[src/hw/rtl/fpfl_pkg.sv]
// Shared types and constants for the fixed pool free-list allocator.
// No dependencies; imported by the controller, the datapath and the top level.
package fpfl_pkg;

    // Result status codes.
    typedef enum logic [2:0] {
        ST_ALLOC   = 3'd0,
        ST_EMPTY   = 3'd1,
        ST_FREED   = 3'd2,
        ST_IGNORED = 3'd3,
        ST_OUTSIDE = 3'd4
    } t_status;

    // Request modes.
    localparam logic MODE_ALLOC = 1'b0;
    localparam logic MODE_FREE  = 1'b1;

    localparam int SLOT_W   = 6;
    localparam int STATUS_W = 3;

    typedef enum logic {
        S_IDLE,
        S_EXEC
    } t_state;

    // Commands from the controller to the datapath.
    typedef struct packed {
        logic load;    // capture the request and launch the memory reads
        logic commit;  // update the free list and load the result register
    } t_ctrl_cmd;

    // Status from the datapath to the controller.
    typedef struct packed {
        logic out_blocked;  // result register full and stalled downstream
    } t_ctrl_sts;

endpackage

[src/hw/rtl/fpfl_ctrl.sv]
// Controller state machine of the fixed pool free-list allocator.
// Depends on fpfl_pkg for the state type and the command and status structs.
module fpfl_ctrl
    import fpfl_pkg::*;
(
    input  logic      i_clk,
    input  logic      i_rst_n,
    input  logic      i_in_valid,
    output logic      o_in_stall,
    output t_ctrl_cmd o_cmd,
    input  t_ctrl_sts i_sts
);

    t_state r_state;
    t_state n_state;

    always_ff @(posedge i_clk) begin
        if (!i_rst_n) begin
            r_state <= S_IDLE;
        end else begin
            r_state <= n_state;
        end
    end

    always_comb begin
        n_state = r_state;
        case (r_state)
            S_IDLE: begin
                if (i_in_valid) begin
                    n_state = S_EXEC;
                end
            end
            S_EXEC: begin
                if (!i_sts.out_blocked) begin
                    n_state = S_IDLE;
                end
            end
            default: begin
                n_state = S_IDLE;
            end
        endcase
    end

    always_comb begin
        o_in_stall   = 1'b1;
        o_cmd.load   = 1'b0;
        o_cmd.commit = 1'b0;
        case (r_state)
            S_IDLE: begin
                o_in_stall = 1'b0;
                o_cmd.load = i_in_valid;
            end
            S_EXEC: begin
                o_cmd.commit = !i_sts.out_blocked;
            end
            default: begin
                o_in_stall = 1'b1;
            end
        endcase
    end

endmodule

[src/hw/rtl/fpfl_datapath.sv]
// Datapath of the fixed pool free-list allocator: link and in-use memories,
// list head, fill counter, request registers and the result register. Uses fpfl_pkg.
module fpfl_datapath
    import fpfl_pkg::*;
#(
    parameter int POOL_SIZE = 64
) (
    input  logic                i_clk,
    input  logic                i_rst_n,
    input  t_ctrl_cmd           i_cmd,
    output t_ctrl_sts           o_sts,
    input  logic                i_in_mode,
    input  logic [SLOT_W-1:0]   i_in_slot,
    input  logic                i_in_outside,
    output logic                o_out_valid,
    input  logic                i_out_stall,
    output logic [SLOT_W-1:0]   o_out_granted_slot,
    output logic [STATUS_W-1:0] o_out_status
);

    localparam int IW = $clog2(POOL_SIZE);      // slot index width
    localparam int LW = $clog2(POOL_SIZE + 1);  // link width, includes null

    localparam logic [LW-1:0] LINK_NULL = LW'(POOL_SIZE);

    // Memories; entries at or above the fill count were never written and
    // read as their reset values instead.
    logic [LW-1:0] link_mem [POOL_SIZE];
    logic          use_mem  [POOL_SIZE];

    logic [LW-1:0]       r_head;
    logic [LW-1:0]       r_fill;
    logic                r_mode;
    logic [SLOT_W-1:0]   r_slot;
    logic                r_outside;
    logic [LW-1:0]       r_link_rd;
    logic                r_use_rd;
    logic                r_out_valid;
    logic [SLOT_W-1:0]   r_out_granted;
    logic [STATUS_W-1:0] r_out_status;

    logic          in_slot_ok;
    logic [IW-1:0] rd_link_addr;
    logic [IW-1:0] rd_use_addr;
    logic          head_valid;
    logic [IW-1:0] got_idx;
    logic          head_fresh;
    logic [LW-1:0] next_head;
    logic          slot_ok;
    logic [IW-1:0] slot_idx;
    logic          slot_in_use;
    logic          do_alloc;
    logic          do_free;
    t_status       res_status;
    logic [SLOT_W-1:0] res_granted;

    // Read addresses at request capture.
    assign in_slot_ok   = 32'(i_in_slot) < POOL_SIZE;
    assign rd_use_addr  = in_slot_ok ? IW'(i_in_slot) : '0;
    assign rd_link_addr = (r_head < LINK_NULL) ? IW'(r_head) : '0;

    // Execute-cycle decode.
    assign head_valid  = r_head < LINK_NULL;
    assign got_idx     = IW'(r_head);
    assign head_fresh  = r_head >= r_fill;
    assign next_head   = head_fresh ? LW'(r_head + LW'(1)) : r_link_rd;
    assign slot_ok     = 32'(r_slot) < POOL_SIZE;
    assign slot_idx    = IW'(r_slot);
    assign slot_in_use = (LW'(r_slot) < r_fill) && r_use_rd;

    assign do_alloc = i_cmd.commit && (r_mode == MODE_ALLOC) && head_valid;
    assign do_free  = i_cmd.commit && (r_mode == MODE_FREE) && !r_outside
                      && slot_ok && slot_in_use;

    always_comb begin
        res_granted = '0;
        if (r_mode == MODE_ALLOC) begin
            if (head_valid) begin
                res_status  = ST_ALLOC;
                res_granted = SLOT_W'(got_idx);
            end else begin
                res_status = ST_EMPTY;
            end
        end else if (r_outside) begin
            res_status = ST_OUTSIDE;
        end else if (slot_ok && slot_in_use) begin
            res_status = ST_FREED;
        end else begin
            res_status = ST_IGNORED;
        end
    end

    // Link memory: one read, one write per cycle.
    always_ff @(posedge i_clk) begin
        if (do_free) begin
            link_mem[slot_idx] <= r_head;
        end
        if (i_cmd.load) begin
            r_link_rd <= link_mem[rd_link_addr];
        end
    end

    // In-use memory: one read, one write per cycle.
    always_ff @(posedge i_clk) begin
        if (do_alloc) begin
            use_mem[got_idx] <= 1'b1;
        end else if (do_free) begin
            use_mem[slot_idx] <= 1'b0;
        end
        if (i_cmd.load) begin
            r_use_rd <= use_mem[rd_use_addr];
        end
    end

    // Request capture.
    always_ff @(posedge i_clk) begin
        if (i_cmd.load) begin
            r_mode    <= i_in_mode;
            r_slot    <= i_in_slot;
            r_outside <= i_in_outside;
        end
    end

    // Free-list control state.
    always_ff @(posedge i_clk) begin
        if (!i_rst_n) begin
            r_head <= '0;
            r_fill <= '0;
        end else if (do_alloc) begin
            r_head <= next_head;
            if (head_fresh) begin
                r_fill <= LW'(r_fill + LW'(1));
            end
        end else if (do_free) begin
            r_head <= LW'(r_slot);
        end
    end

    // Result register.
    always_ff @(posedge i_clk) begin
        if (!i_rst_n) begin
            r_out_valid <= 1'b0;
        end else if (i_cmd.commit) begin
            r_out_valid <= 1'b1;
        end else if (!i_out_stall) begin
            r_out_valid <= 1'b0;
        end
    end

    always_ff @(posedge i_clk) begin
        if (i_cmd.commit) begin
            r_out_granted <= res_granted;
            r_out_status  <= res_status;
        end
    end

    assign o_sts.out_blocked = r_out_valid && i_out_stall;
    assign o_out_valid        = r_out_valid;
    assign o_out_granted_slot = r_out_granted;
    assign o_out_status       = r_out_status;

endmodule

[src/hw/rtl/fixed_pool_free_list_allocator.sv]
// Fixed pool free-list allocator: the accepting edge captures a request and launches
// the registered read of the link and in-use memories; the list update and result
// register load follow, held while an earlier result is stalled. No new request is
// taken until the current one has committed. Reset is synchronous and active low; it
// clears the controller state, the head, the fill count and the result valid. No
// clearing pass runs: slots at or above the fill count read as their reset chain.
module fixed_pool_free_list_allocator
    import fpfl_pkg::*;
#(
    parameter int POOL_SIZE = 64
) (
    input  logic                i_clk,
    input  logic                i_rst_n,
    // Request channel.
    input  logic                i_in_valid,
    output logic                o_in_stall,
    input  logic                i_in_mode,
    input  logic [SLOT_W-1:0]   i_in_slot,
    input  logic                i_in_outside,
    // Result channel.
    output logic                o_out_valid,
    input  logic                i_out_stall,
    output logic [SLOT_W-1:0]   o_out_granted_slot,
    output logic [STATUS_W-1:0] o_out_status
);

    // The controller takes a request in its idle state, which captures the
    // request and launches the memory reads. In the following cycle it commits
    // the list update and loads the result register, waiting there only while
    // an earlier result is still stalled at the output. A request is accepted
    // even while a finished result waits to be taken.
    t_ctrl_cmd cmd;
    t_ctrl_sts sts;

    fpfl_ctrl u_ctrl (
        .i_clk      (i_clk),
        .i_rst_n    (i_rst_n),
        .i_in_valid (i_in_valid),
        .o_in_stall (o_in_stall),
        .o_cmd      (cmd),
        .i_sts      (sts)
    );

    // The datapath holds the link memory, the in-use memory, the list head,
    // and a fill count that marks the lowest slot never allocated since reset.
    fpfl_datapath #(
        .POOL_SIZE (POOL_SIZE)
    ) u_datapath (
        .i_clk              (i_clk),
        .i_rst_n            (i_rst_n),
        .i_cmd              (cmd),
        .o_sts              (sts),
        .i_in_mode          (i_in_mode),
        .i_in_slot          (i_in_slot),
        .i_in_outside       (i_in_outside),
        .o_out_valid        (o_out_valid),
        .i_out_stall        (i_out_stall),
        .o_out_granted_slot (o_out_granted_slot),
        .o_out_status       (o_out_status)
    );

endmodule
[config.mk]
export PLATFORM = sky130hd
export DESIGN_NAME = fixed_pool_free_list_allocator
export DESIGN_NICKNAME = d
export VERILOG_FILES = /design/src/hw/rtl/fpfl_pkg.sv /design/src/hw/rtl/fpfl_ctrl.sv /design/src/hw/rtl/fpfl_datapath.sv /design/src/hw/rtl/fixed_pool_free_list_allocator.sv
export SDC_FILE = /design/constraint.sdc
export NUM_CORES = 1
export LEC_CHECK = 0
export BUFFER_PORTS_ARGS = -buffer_cell sky130_fd_sc_hd__buf_4
export CAP_MARGIN = 20
export CORE_MARGIN = 4
export CORE_UTILIZATION = 66
export DETAILED_ROUTE_END_ITERATION = 16
export PLACE_DENSITY_LB_ADDON = 0.25
export RECOVER_POWER = 100
export SLEW_MARGIN = 20
export SYNTH_ARGS = -nofsm -noshare
export SYNTH_HDL_FRONTEND = slang
export SYNTH_HIERARCHICAL = 1
export SYNTH_SLANG_ARGS = --single-unit
[constraint.sdc]
create_clock -name i_clk -period 7.6 [get_ports i_clk]
set_input_delay 1.52 -clock i_clk [delete_from_list [all_inputs] [get_ports i_clk]]
set_output_delay 1.52 -clock i_clk [all_outputs]
set_load 0.1 [all_outputs]
==> impl_metrics.json, run 1 <==
{
  "drv_slew": 393,
  "yosysTopAreaCell": "edfxtp_1",
  "hp-start": "u_datapath/r_fill[5]$_SDFFE_PN0P_",
  "syn-num-nets": 1423,
  "synth_area_um2": 22800,
  "layout_setup_ws_ns": 1.69,
  "crit_path_max_incr_delay_ns": 1.68,
  "synth.yosys.warnings": 6,
  "cp_slowest_cell": "dfxtp_1",
  "crit_buf_inv": 2,
  "grt.total_usage_pct": 27.7,
  "io_buffers": 22,
  "hold_class": "flip-flop to flip-flop",
  "worstPathCellList": "clkbuf_1 -> buf_4 -> mux4_2 -> a211oi_1 -> a221oi_1 -> a22o_1",
  "fill_cells": 1953,
  "die_width_um": 194,
  "worstSetupStartpointType": "flip-flop",
  "synth_cell_type_count": 70,
  "clock_latency_ns": 0.58,
  "finalCritPeriodShare_pct": 77.8,
  "syn_inst": 1397,
  "final_nets": 1438,
  "cts-root-buf": "clkbuf_16",
  "end_kind": "flip-flop",
  "fin_skew_ns": 0.0162,
  "seq_area_frac_synth_pct": 72.1,
  "violations": "max-capacitance violations, max-slew violations",
  "cts_hold_buf": 0,
  "postCtsSetupRepairBufs": 0,
  "fmax_mhz": 169,
  "dp.final_hpwl_um": 32300,
  "tightest_slew_ns": 4.01,
  "r2r_start": "u_datapath/r_head[0]$_SDFFE_PN0P_",
  "grt_pass1_wl_um": 79300,
  "synth_edf_count": 537,
  "cts_buffers": 52,
  "crit_end": "u_datapath/r_link_rd[5]$_DFFE_PP_",
  "synthTopCellsByCount": "edfxtp_1, nor2_1, mux2i_1, mux4_2, nand2_1",
  "vias": 13100,
  "fin_crit_ns": 5.91,
  "fin_util_pct": 73.8,
  "r2r_end": "u_datapath/r_link_rd[5]$_DFFE_PP_",
  "avgSynthCellArea_um2": 16.3,
  "first_global_vias": 12700,
  "peakVddDrop_mv": 0.277,
  "start_util_pct": 67.5,
  "clk_pin_slew_ns": 0.06,
  "wl_per_cell_um": 27.6,
  "routed_wl_um": 52600,
  "drtIter0Drc": 1707,
  "status": "finished with violations",
  "cp_max_fo": 52,
  "final_cells": 1904,
  "rsz0062_at_grt": "false",
  "synthTopCellsByArea": "edfxtp_1, mux4_2, mux2i_1",
  "slew_headroom_pct": -167,
  "coreArea_um2": 33800,
  "r2r_setup_slack_ns": 1.69,
  "grt_max_degree": 80,
  "critPathKind": "flip-flop to flip-flop",
  "dieHeight_um": 194,
  "diodes": 0,
  "drc": 0,
  "placedCellCount": 1806,
  "overflow": 0,
  "async_reset_ff_share_pct": 0,
  "synth-seq-cells": 553,
  "p_per_area_nw_per_um2": 250,
  "clock_sink_count": 553,
  "first_pass_iters": 9,
  "synth.top_cell.area_share_pct": 70.7,
  "io_pins": 23,
  "final_hold_viol_count": 0,
  "antenna_found_initial": 0,
  "synth_most_common_cell": "edfxtp_1",
  "avgViaCountPerCell": 6.89,
  "cts_tree": "yes",
  "total_leakage_power_nw": 8.02,
  "worstRegToRegCells": 6,
  "path_depth": 6,
  "cp_data_arrival_time_ns": 6.24,
  "cts_htree_levels": 2,
  "post-place-ws_ns": 2.28,
  "row_count": 67,
  "fin_setup_tns_ns": 0,
  "synth_flop_cell": "edfxtp_1",
  "syn_to_final_growth_pct": 9.40,
  "clockBufferDepth": 3,
  "gp_congestion": 0.952,
  "setup.worst_path.start": "u_datapath/r_head[0]$_SDFFE_PN0P_",
  "antenna_left": 0,
  "setup_viol": 0,
  "cts.repair.resized": 0,
  "drive_gt1_share_pct": 12.8,
  "cp.required_ns": 7.92,
  "fp.dieArea_um2": 37600,
  "critical-path-top-delay-family": "buffers and inverters",
  "drv_cap": 9
}
-- worst min-delay path: cells and delay by family (launching register included) --
kind,cells,cell delay (ns)
flip-flops,1,0.33
AND/OR/NAND/NOR,1,0.06
multiplexers,1,0.05
-- placed cells by master (no fill, tap or decap), types with 5 or more instances in the layout --
cell        netlist  layout
nor3_1           27      28
a32o_1            6       6
o221ai_1         28      28
mux4_2           72      72
buf_4             9      11
clkinvlp_4        0       7
nor2b_1           9       6
nand3_1          31      31
inv_1            11      13
nand2b_1          6       6
a31oi_1           6       6
mux2i_1          88      88
clkinv_1          2       8
a22oi_1          15      15
nor2_1          177     178
nand4_1          13      14
clkbuf_16         0      54
or3_1             5       5
ha_1             14      14
dfxtp_1          16      16
clkbuf_1         30      33
o21ai_0          14      14
nand2_1          59      59
nor4_1            9       9
edfxtp_1        537     537
a221oi_1          7       7
a21oi_1          50      50
bufinv_16         0       8
o22ai_1          23      23
a211oi_1         16      16
clkinv_2          0      13
nand3b_1          7       7
-- flip-flops by register name, indices dropped and copies added (netlist names), 3 cells and up --
register / cells
u_datapath/link_mem: 448
u_datapath/o_out_granted_slot: 6
u_datapath/o_out_status: 3
u_datapath/r_fill: 7
u_datapath/r_head: 7
u_datapath/r_link_rd: 7
u_datapath/r_slot: 6
u_datapath/use_mem: 64
-- power breakdown --
part | internal (W) | switching [W] | total, W
clock | 0.00157 | 0.00110 | 0.00267
sequential | 0.00332 | 0.0000193 | 0.00334
combinational | 0.0000762 | 0.000148 | 0.000224
total | 0.00497 | 0.00126 | 0.00624
-- cell type report --
cell class | instances | area (µm²) | share of cell area (%)
Sequential cell | 553 | 16400 | 65.9
Multi-Input combinational cell | 749 | 5870 | 23.6
Clock buffer | 62 | 1380 | 5.54
Tap cell | 448 | 561 | 2.25
Clock inverter | 36 | 405 | 1.63
Timing Repair Buffer | 40 | 206 | 0.828
Inverter | 16 | 65.1 | 0.261
-- metal layers --
metal  vias up  part of all wire (%)  global-route usage (%)
li1       5599                     -                       -
met1      6522                    38                    40.1
met2       840                    47                    42.5
met3       165                    10                    5.96
met4         0                   4.6                    10.9
met5         -                     0                       0
-- through the flow --
| stage | hold WS, ns | total power (W) | area (µm²) |
|---|---|---|---|
| 3_5_place_dp | 0.452 | 0.00363 | 23300 |
| 4_1_cts | 0.468 | 0.00626 | 25100 |
| 3_3_place_gp | 0.451 | 0.00363 | 23300 |
| 5_1_grt | 0.510 | 0.00643 | 24900 |
| 2_1_floorplan | 0.444 | 0.00357 | 22800 |
| 6_report | 0.486 | 0.00624 | 24900 |
-- logic make-up after synthesis --
| logic type | share of synthesized area (%) |
|---|---|
| flops | 72.1 |
| simple gates | 7.35 |
| compound gates | 6.28 |
| mux | 11.4 |
| buf+inv | 1.95 |
| fa+ha+maj | 0.768 |
| xor+xnor | 0.154 |
-- worst min-delay path by stage --
stage                                                       to  slack [ns]  depth (start not counted)
after CTS                 u_datapath/link_mem[62][5]$_DFFE_PP_        0.47                          0
after global placement    u_datapath/link_mem[62][5]$_DFFE_PP_        0.45                          0
after global routing         u_datapath/r_fill[6]$_SDFFE_PN0P_        0.51                          2
after detailed placement  u_datapath/link_mem[62][5]$_DFFE_PP_        0.45                          0
after floorplan              u_datapath/r_fill[6]$_SDFFE_PN0P_        0.44                          2
final                        u_datapath/r_fill[5]$_SDFFE_PN0P_        0.49                          2
Note: power is estimated with default switching activity, not from simulation.
==> run 2, diff against run 1 <==
Settings changed: ABC_AREA set to 1, CORE_UTILIZATION 66 to 63.
Clock period 7.6 ns to 6.1 ns, I/O delays scaled along.
==> run 2 against run 1 <==
The run still ends with max-capacitance violations, max-slew violations left. Clock power up 13%. Clock skew up 0.0097 ns. Routed wire length up 12%. Sequential power up 27%. Via count up 33%. Critical path type unchanged. Clock-buffer cell count up 9. Global-route usage down 0.056 points. First-iteration DRC count up 32%. Sequential share of layout area down 4.5 points.
==> impl_metrics.json, run 2 <==
{
  "coreArea_um2": 38800,
  "postCtsSetupRepairBufs": 0,
  "first_global_vias": 16700,
  "grt_max_degree": 113,
  "syn-num-nets": 2492,
  "synthTopCellsByCount": "nand2_1, edfxtp_1, nand3_1, inv_1, nor2_1",
  "total_leakage_power_nw": 11.0,
  "grt.total_usage_pct": 27.7,
  "syn_to_final_growth_pct": 7.91,
  "avgViaCountPerCell": 5.81,
  "die_width_um": 206,
  "synth.area.mux_share_pct": 0,
  "routed_wl_um": 59000,
  "drtIter0Drc": 2251,
  "antenna_left": 0,
  "synth_area_um2": 24800,
  "synth-xor-area-share_pct": 0.282,
  "top_regs": "u_datapath/link_mem (448), u_datapath/use_mem (64)",
  "fin_skew_ns": 0.0259,
  "fmax_mhz": 204,
  "cts_buffers": 53,
  "synth_most_common_cell": "nand2_1",
  "gp_congestion": 0.882,
  "setup_viol": 0,
  "vias": 17500,
  "synth_flop_cell": "edfxtp_1",
  "drv_cap": 4,
  "synth-seq-cells": 553,
  "r2r_start": "u_datapath/r_head[6]$_SDFFE_PN0P_",
  "start_util_pct": 63.9,
  "hp-start": "u_datapath/o_out_valid$_SDFFE_PN0P_",
  "cts.repair.resized": 0,
  "dieHeight_um": 206,
  "synth_cell_type_count": 38,
  "r2r_end": "u_datapath/r_link_rd[6]$_DFFE_PP_",
  "cpMostUsedCell": "nand3_1",
  "grt_pass1_wl_um": 90500,
  "finalCritPeriodShare_pct": 80.3,
  "hold_path_depth": 2,
  "clock_sink_count": 553,
  "synth.top_cell.area_share_pct": 65.0,
  "syn_inst": 2466,
  "drive_gt1_share_pct": 4.65,
  "fin_crit_ns": 4.90,
  "final_common_cell": "nand2_1",
  "p_per_area_nw_per_um2": 299,
  "r2r_setup_slack_ns": 1.20,
  "clk_pin_slew_ns": 0.06,
  "wl_per_cell_um": 19.6,
  "cp_max_fo": 74,
  "clock_latency_ns": 0.60,
  "synthTopCellsByArea": "edfxtp_1, nand2_1, nand3_1",
  "yosysTopAreaCell": "edfxtp_1",
  "drv_slew": 89,
  "final_nets": 2478,
  "cp.required_ns": 6.44,
  "fp.dieArea_um2": 42600,
  "dp.final_hpwl_um": 35200,
  "row_count": 72,
  "largest_register": "u_datapath/link_mem",
  "crit_path_max_incr_delay_ns": 1.41,
  "hold-path-endpoint": "u_datapath/o_out_valid$_SDFFE_PN0P_",
  "seq_area_frac_synth_pct": 66.3,
  "largest_register_ffs": 448,
  "yosys.area_share.simple_pct": 24.2,
  "peakVddDrop_mv": 0.232,
  "hold_slack_ns": 0.507,
  "slew_headroom_pct": -17.6,
  "diodes": 0,
  "critical-path-top-delay-family": "simple AND/OR/NAND/NOR gates",
  "cts_htree_levels": 2,
  "cts_hold_buf": 0,
  "io_pins": 23,
  "tightest_slew_ns": 1.76,
  "worstRegToRegCells": 10,
  "critPathKind": "flip-flop to flip-flop",
  "synth.yosys.warnings": 6,
  "avgSynthCellArea_um2": 10.1,
  "rsz0062_at_grt": "false",
  "synthAdderAreaFrac_pct": 0.706,
  "drc": 0,
  "synth_compound_area_share_pct": 0.782,
  "antenna_found_initial": 0,
  "violations": "max-capacitance violations, max-slew violations",
  "cp_data_arrival_time_ns": 5.24,
  "overflow": 0,
  "synth_edf_count": 537,
  "worstSetupStartpointType": "flip-flop",
  "cts_tree": "yes",
  "hold_class": "flip-flop to flip-flop",
  "end_kind": "flip-flop",
  "async_reset_ff_share_pct": 0,
  "synth_top_family_by_area": "simple AND/OR/NAND/NOR gates",
  "first_pass_iters": 7,
  "cp_slowest_cell": "dfxtp_1",
  "status": "finished with violations",
  "io_buffers": 22,
  "cts-root-buf": "clkbuf_16",
  "crit_buf_inv": 2,
  "fin_setup_tns_ns": 0,
  "clockBufferDepth": 3,
  "worstPathCellList": "inv_1 -> nand2_4 -> buf_4 -> nand2_1 -> o211ai_1 -> nand3_1 -> nand3_1 -> nand3_1 -> nand3_1 -> nand2_1",
  "final_hold_viol_count": 0,
  "final_cell_mix": "nand2_1, edfxtp_1, nand3_1, inv_1, nor2_1"
}
run 2: cell types whose count changed in the layout (fill, tap and decap cells not counted), moves of 33 or more:
cell / previous run / this run
nor2_1: 178 / 145
mux2i_1: 88 / 0
nand2_1: 59 / 693
nand3_1: 31 / 474
a21oi_1: 50 / 12
inv_1: 13 / 379
mux4_2: 72 / 0
run 2: logic make-up after synthesis:
logic type,count (synthesis)
compound gates,29
xor+xnor,8
fa+ha+maj,14
buf+inv,491
flops,553
simple gates,1371
run 2: layout make-up:
class | instances | area, µm²
Tap cell | 518 | 648
Clock buffer | 71 | 1390
Inverter | 382 | 1440
Fill cell | 2867 | 12100
Clock inverter | 25 | 190
Multi-Input combinational cell | 1422 | 6400
Timing Repair Buffer | 40 | 250
Sequential cell | 553 | 16400
run 2: worst max path at each step:
stage | start | endpoint | slack (ns) | depth (start not counted)
2_1_floorplan | i_out_stall | u_datapath/link_mem[11][0]$_DFFE_PP_ | 2.68 | 11
3_3_place_gp | i_out_stall | u_datapath/link_mem[51][2]$_DFFE_PP_ | 1.49 | 12
3_5_place_dp | i_out_stall | u_datapath/link_mem[59][4]$_DFFE_PP_ | 1.37 | 12
4_1_cts | i_out_stall | u_datapath/link_mem[59][5]$_DFFE_PP_ | 1.99 | 12
5_1_grt | i_out_stall | u_datapath/use_mem[18]$_DFFE_PP_ | 0.89 | 14
6_report | u_datapath/r_head[6]$_SDFFE_PN0P_ | u_datapath/r_link_rd[6]$_DFFE_PP_ | 1.20 | 10
run 2: layer usage:
metal	global-route usage [%]	routed length (µm)	vias to the layer above
met5	0	0	-
met4	12.5	2720	0
met3	4.24	5650	187
met2	44.3	27600	994
met1	38.0	23000	8253
li1	-	-	8071
run 2: worst reg2reg max path, stage by stage (launching register included):
cell	delay (ns)
dfxtp_1	1.41
inv_1	0.76
nand2_4	0.79
buf_4	0.71
nand2_1	0.16
o211ai_1	0.12
nand3_1	0.10
nand3_1	0.13
nand3_1	0.18
nand3_1	0.18
nand2_1	0.11
run 2: metrics by stage:
stage	setup WS, ns	cell area [µm²]	instances	utilization [%]	power [W]
2_1_floorplan	2.68	24800	2466	-	0.00481
3_3_place_gp	1.49	25300	2915	65.2	0.00504
3_5_place_dp	1.37	25300	2915	65.2	0.00505
4_1_cts	1.99	26900	3011	69.3	0.00804
5_1_grt	0.887	26800	3011	68.9	0.00827
6_report	1.20	26800	3011	68.9	0.00800
run 2: power by group:
part / internal [W] / switching, W / total (W)
Combinational: 0.000174 / 0.000567 / 0.000741
Clock: 0.00169 / 0.00134 / 0.00302
Sequential: 0.00421 / 0.0000300 / 0.00424
